**config.mk**
```make
export PLATFORM = sky130hd
export DESIGN_NAME = http_byte_range_parser_flat
export DESIGN_NICKNAME = d
export VERILOG_FILES = /design/src/sv/hbr_pkg.sv /design/src/sv/hbr_byte_if.sv /design/src/sv/hbr_range_if.sv /design/src/sv/http_byte_range_parser.sv /design/src/sv/hbr_parse.sv /design/src/flat_wrapper.sv
export VERILOG_INCLUDE_DIRS = /design/src /design/src/sv
export SDC_FILE = /design/constraint.sdc
export NUM_CORES = 2
export LEC_CHECK = 0
export ABC_AREA = 1
export ABC_CLOCK_PERIOD_IN_PS = 13100
export CORE_ASPECT_RATIO = 1.1
export CORE_UTILIZATION = 40
export DETAILED_ROUTE_END_ITERATION = 6
export DONT_BUFFER_PORTS = 1
export HOLD_SLACK_MARGIN = 0.03
export PLACE_DENSITY = 0.57
export SETUP_SLACK_MARGIN = 0.15
export SYNTH_ARGS = -nofsm -noshare
export SYNTH_HDL_FRONTEND = slang
export SYNTH_SLANG_ARGS = --single-unit
```
**constraint.sdc**
```tcl
create_clock -name clk -period 13.1 [get_ports clk]
set_clock_uncertainty 0.15 [all_clocks]
set_input_delay 1.965 -clock clk [delete_from_list [all_inputs] [get_ports clk]]
set_output_delay 1.965 -clock clk [all_outputs]
set_load 0.005 [all_outputs]
```
**src/sv/http_byte_range_parser_macros.svh**
```systemverilog
// Assertion helpers for the byte-range parser.
// Both macros assume a clock named clk and an active-low reset named arst_n.
`ifndef HTTP_BYTE_RANGE_PARSER_MACROS_SVH
`define HTTP_BYTE_RANGE_PARSER_MACROS_SVH

`ifndef SYNTHESIS
`define HBR_ASSERT_IMPL(label, ante, cons) \
	label: assert property (@(posedge clk) disable iff (!arst_n) (ante) |-> (cons)) \
		else $error("assertion failed");
`define HBR_ASSERT_NEXT(label, ante, cons) \
	label: assert property (@(posedge clk) disable iff (!arst_n) (ante) |=> (cons)) \
		else $error("assertion failed");
`else
`define HBR_ASSERT_IMPL(label, ante, cons)
`define HBR_ASSERT_NEXT(label, ante, cons)
`endif

`endif

```
**src/sv/hbr_pkg.sv**
```systemverilog
package hbr_pkg;

	// Snapshot of the parse taken on the last byte of a header
	typedef struct packed {
		logic        is_suffix;   // suffix form with at least one digit
		logic        is_range;    // START- or START-END form
		logic        digit_seen;
		logic [63:0] num;
		logic [63:0] start;
	} parse_res_t;

	localparam logic [2:0] PREFIX_LEN  = 3'd6;
	localparam logic [7:0] CH_DASH     = 8'h2D;
	localparam logic [7:0] CH_ZERO     = 8'h30;
	localparam logic [7:0] CH_NINE     = 8'h39;
	localparam logic [7:0] CH_UPPER_A  = 8'h41;
	localparam logic [7:0] CH_UPPER_Z  = 8'h5A;
	localparam logic [7:0] CASE_OFFSET = 8'h20;
	localparam logic [63:0] U64_MAX    = 64'hFFFF_FFFF_FFFF_FFFF;

	// "bytes=" one character at a time
	function automatic logic [7:0] prefix_char(input logic [2:0] pos);
		logic [7:0] c;
		case (pos)
			3'd0: c = 8'h62;
			3'd1: c = 8'h79;
			3'd2: c = 8'h74;
			3'd3: c = 8'h65;
			3'd4: c = 8'h73;
			3'd5: c = 8'h3D;
			default: c = 8'h00;
		endcase
		return c;
	endfunction

	// acc*10 + d, saturating at 2^64-1; the carry-out bits flag overflow
	function automatic logic [63:0] sat_acc(input logic [63:0] acc, input logic [3:0] d);
		logic [67:0] t;
		t = {1'b0, acc, 3'b000} + {3'b000, acc, 1'b0} + {64'd0, d};
		return (|t[67:64]) ? U64_MAX : t[63:0];
	endfunction

endpackage

```
**src/sv/hbr_byte_if.sv**
```systemverilog
interface hbr_byte_if;
	logic       valid;
	logic       ready;
	logic [7:0] header_byte;
	logic       last_byte_flag;

	modport source (output valid, output header_byte, output last_byte_flag, input ready);
	modport sink   (input valid, input header_byte, input last_byte_flag, output ready);
endinterface

```
**src/sv/hbr_range_if.sv**
```systemverilog
interface hbr_range_if;
	logic        valid;
	logic        ready;
	logic        range_valid;
	logic [63:0] range_first;
	logic [63:0] range_last;
	logic [63:0] range_total;

	modport source (output valid, output range_valid, output range_first,
		output range_last, output range_total, input ready);
	modport sink   (input valid, input range_valid, input range_first,
		input range_last, input range_total, output ready);
endinterface

```
**src/sv/http_byte_range_parser.sv**
```systemverilog
// A result is offered once the header's last byte has passed the input register, the
// parse snapshot register and then the result register.
// Throughput: one header byte per cycle while the result path has room (a last byte waits
// for it); the parse state update (multiply by ten, add a digit, saturate) sets that rate.
// Reset (arst_n low, asynchronous): parse state, the size register and all valid flags clear.
`include "http_byte_range_parser_macros.svh"

module http_byte_range_parser (
	input  logic        clk,
	input  logic        arst_n,
	hbr_byte_if.sink    byte_in,
	hbr_range_if.source range_out,
	input  logic        cfg_we,
	input  logic [63:0] cfg_wdata
);

	logic [63:0] rsrc_size_q;

	logic       valid_s1;
	logic [7:0] byte_s1;
	logic       last_s1;

	logic                valid_s2;
	hbr_pkg::parse_res_t res_s2;
	hbr_pkg::parse_res_t res;

	logic        out_valid_q;
	logic        out_ok_q;
	logic [63:0] out_first_q;
	logic [63:0] out_last_q;
	logic [63:0] out_total_q;

	logic out_free, s2_free, proc_s1, s1_free;

	assign out_free = !out_valid_q || range_out.ready;
	assign s2_free  = !valid_s2 || out_free;
	// a non-last byte never needs room downstream
	assign proc_s1  = valid_s1 && (!last_s1 || s2_free);
	assign s1_free  = !valid_s1 || proc_s1;
	assign byte_in.ready = s1_free;

	always_ff @(posedge clk or negedge arst_n) begin
		if (!arst_n) begin
			rsrc_size_q <= '0;
		end else if (cfg_we) begin
			rsrc_size_q <= cfg_wdata;
		end
	end

	always_ff @(posedge clk or negedge arst_n) begin
		if (!arst_n) begin
			valid_s1 <= 1'b0;
		end else if (s1_free) begin
			valid_s1 <= byte_in.valid;
		end
	end

	always_ff @(posedge clk) begin
		if (s1_free && byte_in.valid) begin
			byte_s1 <= byte_in.header_byte;
			last_s1 <= byte_in.last_byte_flag;
		end
	end

	hbr_parse u_parse (
		.clk      (clk),
		.arst_n   (arst_n),
		.take     (proc_s1),
		.hdr_byte (byte_s1),
		.last     (last_s1),
		.res      (res)
	);

	always_ff @(posedge clk or negedge arst_n) begin
		if (!arst_n) begin
			valid_s2 <= 1'b0;
		end else if (s2_free) begin
			valid_s2 <= proc_s1 && last_s1;
		end
	end

	always_ff @(posedge clk) begin
		if (s2_free && proc_s1 && last_s1) res_s2 <= res;
	end

	// judge the parsed form against the file size
	logic [63:0] fs_m1, suf_len, suf_first, rng_last;
	logic        fs_nz, ok_suf, ok_rng, ok;
	logic [63:0] first_j, last_j;

	always_comb begin
		fs_nz     = rsrc_size_q != '0;
		fs_m1     = rsrc_size_q - 64'd1;
		// suffix of zero or past the end selects the whole file
		suf_len   = (res_s2.num == '0 || res_s2.num > rsrc_size_q) ? rsrc_size_q : res_s2.num;
		suf_first = rsrc_size_q - suf_len;
		rng_last  = (res_s2.digit_seen && res_s2.num < fs_m1) ? res_s2.num : fs_m1;
		ok_suf    = fs_nz && res_s2.is_suffix;
		ok_rng    = fs_nz && res_s2.is_range && res_s2.start < rsrc_size_q
			&& res_s2.start <= rng_last;
		ok        = ok_suf || ok_rng;
		first_j   = ok_suf ? suf_first : (ok_rng ? res_s2.start : '0);
		last_j    = ok ? (ok_suf ? fs_m1 : rng_last) : '0;
	end

	always_ff @(posedge clk or negedge arst_n) begin
		if (!arst_n) begin
			out_valid_q <= 1'b0;
		end else if (out_free) begin
			out_valid_q <= valid_s2;
		end
	end

	always_ff @(posedge clk) begin
		if (out_free && valid_s2) begin
			out_ok_q    <= ok;
			out_first_q <= first_j;
			out_last_q  <= last_j;
			out_total_q <= rsrc_size_q;
		end
	end

	assign range_out.valid       = out_valid_q;
	assign range_out.range_valid = out_ok_q;
	assign range_out.range_first = out_first_q;
	assign range_out.range_last  = out_last_q;
	assign range_out.range_total = out_total_q;

	`HBR_ASSERT_IMPL(a_ok_ordered, range_out.valid && range_out.range_valid,
		range_out.range_first <= range_out.range_last
		&& range_out.range_last < range_out.range_total)
	`HBR_ASSERT_IMPL(a_bad_zero, range_out.valid && !range_out.range_valid,
		range_out.range_first == '0 && range_out.range_last == '0)
	`HBR_ASSERT_NEXT(a_in_captured, byte_in.valid && byte_in.ready, valid_s1)
	`HBR_ASSERT_NEXT(a_snap_only_last, proc_s1 && !last_s1 && s2_free, !valid_s2)

endmodule

```
**src/sv/hbr_parse.sv**
```systemverilog
module hbr_parse (
	input  logic              clk,
	input  logic              arst_n,
	input  logic              take,
	input  logic [7:0]        hdr_byte,
	input  logic              last,
	output hbr_pkg::parse_res_t res
);

	typedef enum logic [2:0] {
		PH_PREFIX,
		PH_FIRST,
		PH_SUFFIX,
		PH_START,
		PH_END,
		PH_TAIL_SUFFIX,
		PH_TAIL_RANGE,
		PH_FAIL
	} phase_t;

	phase_t      phase_q, phase_n;
	logic [2:0]  pos_q, pos_n;
	logic [63:0] acc_q, acc_n;
	logic [63:0] start_q, start_n;
	logic        seen_q, seen_n;

	logic [7:0] lc;
	logic       is_dig;
	logic [3:0] dig;

	assign lc = (hdr_byte >= hbr_pkg::CH_UPPER_A && hdr_byte <= hbr_pkg::CH_UPPER_Z) ?
		hdr_byte + hbr_pkg::CASE_OFFSET : hdr_byte;
	assign is_dig = hdr_byte >= hbr_pkg::CH_ZERO && hdr_byte <= hbr_pkg::CH_NINE;
	// ASCII digits sit at 0x30, so the low nibble is the value
	assign dig = hdr_byte[3:0];

	always_comb begin
		phase_n = phase_q;
		pos_n   = pos_q;
		acc_n   = acc_q;
		start_n = start_q;
		seen_n  = seen_q;
		unique case (phase_q)
			PH_PREFIX: begin
				if (lc == hbr_pkg::prefix_char(pos_q)) begin
					pos_n = pos_q + 3'd1;
					if (pos_n >= hbr_pkg::PREFIX_LEN) phase_n = PH_FIRST;
				end else begin
					phase_n = PH_FAIL;
				end
			end
			PH_FIRST: begin
				if (hdr_byte == hbr_pkg::CH_DASH) begin
					phase_n = PH_SUFFIX;
					acc_n   = '0;
					seen_n  = 1'b0;
				end else if (is_dig) begin
					phase_n = PH_START;
					acc_n   = {60'd0, dig};
					seen_n  = 1'b1;
				end else begin
					phase_n = PH_FAIL;
				end
			end
			PH_SUFFIX: begin
				if (is_dig) begin
					acc_n  = hbr_pkg::sat_acc(acc_q, dig);
					seen_n = 1'b1;
				end else begin
					phase_n = seen_q ? PH_TAIL_SUFFIX : PH_FAIL;
				end
			end
			PH_START: begin
				if (is_dig) begin
					acc_n = hbr_pkg::sat_acc(acc_q, dig);
				end else if (hdr_byte == hbr_pkg::CH_DASH) begin
					start_n = acc_q;
					acc_n   = '0;
					seen_n  = 1'b0;
					phase_n = PH_END;
				end else begin
					phase_n = PH_FAIL;
				end
			end
			PH_END: begin
				if (is_dig) begin
					acc_n  = hbr_pkg::sat_acc(acc_q, dig);
					seen_n = 1'b1;
				end else begin
					phase_n = PH_TAIL_RANGE;
				end
			end
			PH_TAIL_SUFFIX, PH_TAIL_RANGE, PH_FAIL: begin
			end
		endcase
	end

	always_comb begin
		res.is_suffix  = (phase_n == PH_SUFFIX || phase_n == PH_TAIL_SUFFIX) && seen_n;
		res.is_range   = phase_n == PH_END || phase_n == PH_TAIL_RANGE;
		res.digit_seen = seen_n;
		res.num        = acc_n;
		res.start      = start_n;
	end

	always_ff @(posedge clk or negedge arst_n) begin
		if (!arst_n) begin
			phase_q <= PH_PREFIX;
			pos_q   <= '0;
			acc_q   <= '0;
			start_q <= '0;
			seen_q  <= 1'b0;
		end else if (take) begin
			if (last) begin
				// header done: start over for the next one
				phase_q <= PH_PREFIX;
				pos_q   <= '0;
				acc_q   <= '0;
				start_q <= '0;
				seen_q  <= 1'b0;
			end else begin
				phase_q <= phase_n;
				pos_q   <= pos_n;
				acc_q   <= acc_n;
				start_q <= start_n;
				seen_q  <= seen_n;
			end
		end
	end

endmodule

```
**src/flat_wrapper.sv**
```systemverilog
// flat-port wrapper written by rule: the top's interface ports become plain ports
module http_byte_range_parser_flat 
  (clk, arst_n, cfg_we, cfg_wdata, byte_in_valid, byte_in_header_byte, byte_in_last_byte_flag, byte_in_ready, range_out_valid, range_out_range_valid, range_out_range_first, range_out_range_last, range_out_range_total, range_out_ready);
  hbr_byte_if byte_in_i ();
  hbr_range_if range_out_i ();
  input  logic clk;
  input  logic arst_n;
  input  logic cfg_we;
  input  logic [63:0] cfg_wdata;
  input wire logic [$bits(byte_in_i.valid)-1:0] byte_in_valid;
  input wire logic [$bits(byte_in_i.header_byte)-1:0] byte_in_header_byte;
  input wire logic [$bits(byte_in_i.last_byte_flag)-1:0] byte_in_last_byte_flag;
  output wire logic [$bits(byte_in_i.ready)-1:0] byte_in_ready;
  output wire logic [$bits(range_out_i.valid)-1:0] range_out_valid;
  output wire logic [$bits(range_out_i.range_valid)-1:0] range_out_range_valid;
  output wire logic [$bits(range_out_i.range_first)-1:0] range_out_range_first;
  output wire logic [$bits(range_out_i.range_last)-1:0] range_out_range_last;
  output wire logic [$bits(range_out_i.range_total)-1:0] range_out_range_total;
  input wire logic [$bits(range_out_i.ready)-1:0] range_out_ready;
  assign byte_in_i.valid = byte_in_valid;
  assign byte_in_i.header_byte = byte_in_header_byte;
  assign byte_in_i.last_byte_flag = byte_in_last_byte_flag;
  assign byte_in_ready = byte_in_i.ready;
  assign range_out_valid = range_out_i.valid;
  assign range_out_range_valid = range_out_i.range_valid;
  assign range_out_range_first = range_out_i.range_first;
  assign range_out_range_last = range_out_i.range_last;
  assign range_out_range_total = range_out_i.range_total;
  assign range_out_i.ready = range_out_ready;
  http_byte_range_parser u_core (.clk(clk), .arst_n(arst_n), .byte_in(byte_in_i), .range_out(range_out_i), .cfg_we(cfg_we), .cfg_wdata(cfg_wdata));
endmodule
```
# Word-level counts from Yosys, hierarchy flattened
# Cells that the tools add are included.
# word_totals
register_bits	535
in_bits	78
output_inout_bits	195
# op_classes
n_addsub	6
n_lt_le_gt_ge	9
n_eq_ne	15
n_mux	40
n_reduce_logical	35
# ops
operator	count
two-way mux 64 bit	16
one-hot mux 64 bit (3 select lines)	1
< comparator 64 bit	2
adder 67 x 65 -> 68 bit	1
adder 68 x 4 -> 68 bit	1
greater-than comparator 64 bit	1
<= comparator 64 bit	1
logical NOT 64 bit	1
nonzero test 64 bit	1
subtractor 64 x 1 -> 64 bit (second input constant)	1
subtractor 64 bit	1
one-hot mux 7 bit (6 select lines)	1
two-way mux 3 bit	11
equality test 3 bit (second input constant)	6
two-way mux 8 bit	2
equality test 3 x 2 -> 1 bit (second input constant)	5
one-hot mux 3 bit (5 select lines)	1
logical AND 1 bit	14
adder 8 x 6 -> 8 bit (second input constant)	1
equality test 8 x 6 -> 1 bit (second input constant)	1
equality test 8 bit	1
greater-or-equal comparator 8 x 6 -> 1 bit (second input constant)	1
greater-or-equal comparator 8 x 7 -> 1 bit (second input constant)	1
<= comparator 8 x 6 -> 1 bit (second input constant)	1
14 further kinds	32

# Depth between registers and ports, before layout
# depth
word_depth	9
depth_mapped	46
ltp_nobuf	43

# Hierarchy
# A second synthesis with hierarchy kept.
# unflattened
hier_cells	5696
area_unflattened_um2	43203.9
# by_module_without_submodules
mod	n_inst	cells_each	area_each_um2	seq_area_each_um2
http_byte_range_parser	1	3401	29156.7	11676.2
hbr_parse	1	2295	14047.2	3378.2

# Worst setup path before layout
# Ideal clock, no wire load.
# synth_path
path_type	input -> register
startpoint	in range_out_ready
endpoint	reg u_core.out_first_q[0] (netlist: u_core.range_out.range_first[0]), enable pin
setup_time_ns	0.754
arrival_time_ns	10.099
required_time_ns	12.196
setup_slack_ns	2.097
stages	2
n_path_buf	0
cell_sequence	nor2_1 nor2_1
# synth_between
elab_chain_cells	2
# synth_rtl
element	line	source
start: declaration	flat_wrapper.sv:19	input wire logic [$bits(range_out_i.ready)-1:0] range_out_ready;
logical OR 1 bit	http_byte_range_parser.sv:35	assign out_free = !out_valid_q || range_out.ready;
logical AND 1 bit	http_byte_range_parser.sv:115	if (out_free && valid_s2) begin
end signal: assignment	http_byte_range_parser.sv:117	out_first_q <= first_j;
end: declaration	http_byte_range_parser.sv:29	logic [63:0] out_first_q;
# No other way between the ends.
# A chain may end at the register's enable or synchronous reset.

# Final worst setup path
# layout_path
startpoint	reg u_core.rsrc_size_q[23]
endpoint	reg u_core.out_first_q[24] (netlist: u_core.range_out.range_first[24]) (data pin)
# layout_between
elab_chain_cells	8
# layout_rtl
element	line	source
start: declaration	http_byte_range_parser.sv:17	logic [63:0] rsrc_size_q;
start signal: assignment	http_byte_range_parser.sv:46	rsrc_size_q <= cfg_wdata;
subtractor 64 x 1 -> 64 bit	http_byte_range_parser.sv:93	fs_m1 = rsrc_size_q - 64'd1;
< comparator 64 bit	http_byte_range_parser.sv:97	rng_last = (res_s2.digit_seen && res_s2.num < fs_m1) ? res_s2.num : fs_m1;
logical AND 1 bit	http_byte_range_parser.sv:97	
two-way mux 64 bit	http_byte_range_parser.sv:97	
<= comparator 64 bit	http_byte_range_parser.sv:100	&& res_s2.start <= rng_last;
logical AND 1 bit	http_byte_range_parser.sv:100	
two-way mux 64 bit	http_byte_range_parser.sv:102	first_j = ok_suf ? suf_first : (ok_rng ? res_s2.start : '0);
two-way mux 64 bit (*)	http_byte_range_parser.sv:102	
net u_core.first_j[24]	http_byte_range_parser.sv:89	logic [63:0] first_j, last_j;
# Mark *: on every way through the listed nets, which the timed path passes. The rest lies on a longest branch.

==> flow_summary_export.csv <==
group,metric,value,unit
sta,fin_crit_sh,71.0,%
critical_path,critPathTopFamily,"simple AND/OR/NAND/NOR gates",
drt,drc,0,
drt,drt_iter0_markers,3561,
power,ir_worst_vdd,0.102,mV
logic_synthesis,synth_fa_ha_area_share,13.6,%
place,gp_congestion,1.00,
clock_network,tritoncts,"done",
clock_network,ctsLongestPathBuffers,3,
global_routing,grt_pass1_wl,231000,microns
sta,final.min_clock_period,9.30,ns
sta,fmax,0.107,GHz
logic_synthesis,yosys.area_share.xor_xnor,2.97,%
critical_path,crit_path_max_fanout,65,
clock_network,cts_setup_buffers,0,
drt,drtAntennaViolNets,0,
critical_path,worstPathRequired,13.48,ns
place,port_buffers,0,
global_routing,grt_pass1_vias,36134,
critical_path,cp_num_buf_inv,8,
sta,worst_pin_slew,1.12,ns
drt,routedWlPerCell,22.9,microns
drt,wl_met1,69600,microns
cells_and_area,layout-drive-gt1-share,5.98,%
logic_synthesis,synthCells,5514,
logic_synthesis,seq_area_frac_synth,35.7,%
clock_network,cts_sinks,535,
power,p_leak,0.0204,uW
drt,drt-pass1-iter-count,6,
sta,setup_viol,0,
clock_network,post_cts_resized,0,
cells_and_area,final_cell_mix,"1332 x nand2_1, 613 x inv_1, 453 x ha_1",
critical_path,crit_arrival,9.68,ns
cells_and_area,final_common_cell,"nand2_1",
logic_synthesis,synth_cell_types,63,
flow_run,max-cap-violations,0,
power,powerDensity,128,nW/um^2
logic_synthesis,syn_area_per_cell,7.65,sq um
global_routing,grtUsageTotal,28.7,%
clock_network,cts_root_buf,"clkbuf_16",
drt,wl_met2,69100,microns
sta,slew_headroom,25.6,%
floorplanning,rows,124,
worst_hold_path,hp-class,"flop to flop",
logic_synthesis,synth-edff-count,333,
global_routing,grt_antenna_before_repair,0,
critical_path,slowest_stage,"nor4_1",
drt,wl,158000,microns
sta,setup_tns,0,ns
logic_synthesis,synth.ff_latch_count,535,
logic_synthesis,synth_ff_type,"edfxtp_1",
drt,vias_per_cell,5.55,
sta,rsz0062_at_grt,"no",
logic_synthesis,synth_top_family_by_area,"simple AND/OR/NAND/NOR gates",
place,dp_hpwl,126000,microns
critical_path,max_stage_delay,0.76,ns
critical_path,endpoint_kind,"flop",
drt,vias,38148,
clock_network,cts_hold_buf,0,
logic_synthesis,synth_compound_area_share,15.2,%
floorplanning,die-area,107000,sq um
global_routing,grt_max_degree,203,
floorplanning,core_area,104000,sq um
sta,hold_viol_final,0,
cells_and_area,post-route-util,43.5,%
cells_and_area,layout.nets,5971,
logic_synthesis,synthMuxAreaShare,0,%
clock_network,cts_htree_levels,2,
critical_path,start_kind,"flop",
logic_synthesis,ys_warn_count,0,
sta,whs,0.356,ns
clock_network,clk_latency,0.69,ns
drt,dr.max_layer_used,"met4",
floorplanning,die_w,312,microns
floorplanning,start_util,40.5,%
cells_and_area,syn2layout_area_growth,7.51,%
clock_network,numCtsBuffers,59,
floorplanning,ios,273,
sta,drv_slew,0,
logic_synthesis,synth_area,42200,sq um
floorplanning,die_y,343,microns
logic_synthesis,synth_simple_gate_area_share,24.7,%
logic_synthesis,synth-async-reset-ratio,37.8,%
clock_network,cts.clk_slew.worst_paths,0.07,ns
cells_and_area,fillers,10681,
outcome,status,"finished clean",
critical_path,path_class,"flop to flop",
global_routing,grt_overflow,0,
drt,routed-wl-met3,11000,microns
logic_synthesis,synth_nets,6048,
[cell type report]
cell class                 instances  area, sq um  area share [%]
antenna                            1         2.50         0.00552
clock buffer                      74         1590            3.51
clock inverter                    38          438           0.965
inverter                         652         2450            5.40
multi-input combinational       4159        23900            52.6
sequential                       535        15100            33.2
tap                             1386         1730            3.82
timing repair buffer              30          225           0.496
[registers in the layout (all words and copies together) (netlist names)]
register and cells:
u_core.res_s2 131, u_core.valid_s1 1, u_core.range_out.valid 1, u_core.last_s1 1
u_core.range_out.range_valid 1, u_core.range_out.range_first 64, u_core.u_parse.start_q 64, u_core.range_out.range_total 64
u_core.u_parse.phase_q 3, u_core.rsrc_size_q 64, u_core.valid_s2 1, u_core.byte_s1 8
u_core.range_out.range_last 64, u_core.u_parse.acc_q 64, u_core.u_parse.pos_q 3, u_core.u_parse.seen_q 1
[where the power goes]
group | total [uW] | switching [uW] | internal (uW)
clock network | 1760 | 783 | 980
registers | 2180 | 202 | 1980
logic | 1880 | 1310 | 572
[cells in the mapped netlist, types with 11 or more instances]
cell / n / area [sq um]
a211oi_1: 11 / 82.6
a21boi_0: 17 / 128
a21o_1: 17 / 128
a21oi_1: 444 / 2220
a21oi_2: 11 / 96.3
a22o_1: 63 / 552
a31oi_1: 12 / 75.1
buf_2: 24 / 120
buf_6: 22 / 248
clkbuf_1: 102 / 383
dfrtp_1: 202 / 5050
edfxtp_1: 333 / 10000
ha_1: 453 / 5670
inv_1: 614 / 2300
inv_2: 37 / 139
nand2_1: 1335 / 5010
nand2_2: 59 / 369
nand3_1: 245 / 1230
nand4_1: 133 / 832
nor2_1: 435 / 1630
nor2_2: 13 / 81.3
nor3_1: 61 / 305
nor4_1: 35 / 219
o211ai_1: 11 / 82.6
o21a_1: 27 / 203
o21ai_0: 384 / 1920
o21ai_1: 102 / 510
o21bai_1: 26 / 195
or2_2: 45 / 282
xnor2_1: 56 / 490
xor2_1: 87 / 762
[worst reg2reg max path, delay by kind of cell (launching register included)]
kind,cells,cell delay (ns)
buffers and inverters,8,2.14
adder cells (fa/ha/maj),2,0.48
AND/OR/NAND/NOR,23,5.23
AO/OA/AOI/OAI,2,0.25
XOR/XNOR,1,0.40
flip-flops,1,0.48
[metrics by stage]
step	instances	instance area [sq um]	total power [uW]	worst slack (ns)
floorplan	5514	42200	3440	2.10
global placement	6762	43300	4060	4.05
detailed placement	6762	43300	4070	3.93
CTS	6874	45400	5830	3.88
global route	6874	45400	6120	3.31
finish	6875	45400	5830	3.80
[worst paths after layout]
path | start | end | slack (ns) | depth (start not counted)
max | u_core.rsrc_size_q[23] | u_core.range_out.range_first[24] | 3.80 | 36
min | u_core.u_parse.start_q[3] | u_core.u_parse.start_q[3] | 0.36 | 1
max reg2reg | u_core.rsrc_size_q[23] | u_core.range_out.range_first[24] | 3.80 | 36
min reg2reg | u_core.u_parse.start_q[3] | u_core.u_parse.start_q[3] | 0.36 | 1
max in group asynchronous | arst_n | u_core.rsrc_size_q[61] | 11.38 | 0
min in group asynchronous | arst_n | u_core.rsrc_size_q[18] | 0.85 | 0
[per-layer routing]
layer / track usage, % / vias to the layer above
met5: 0 / -
met4: 13.0 / 0
met3: 3.81 / 279
met2: 45.1 / 1333
met1: 39.4 / 17983
li1: - / 18553
[cell families (layout without fill, tap and decap cells)]
family	after synthesis	count (layout)
AO/OA/AOI/OAI	1151	1151
buffers and inverters	820	794
XOR/XNOR	143	143
AND/OR/NAND/NOR	2409	2409
flip-flops	535	535
other	0	1
adder cells (fa/ha/maj)	456	456
No activity file was read; power rests on OpenSTA's default activity.
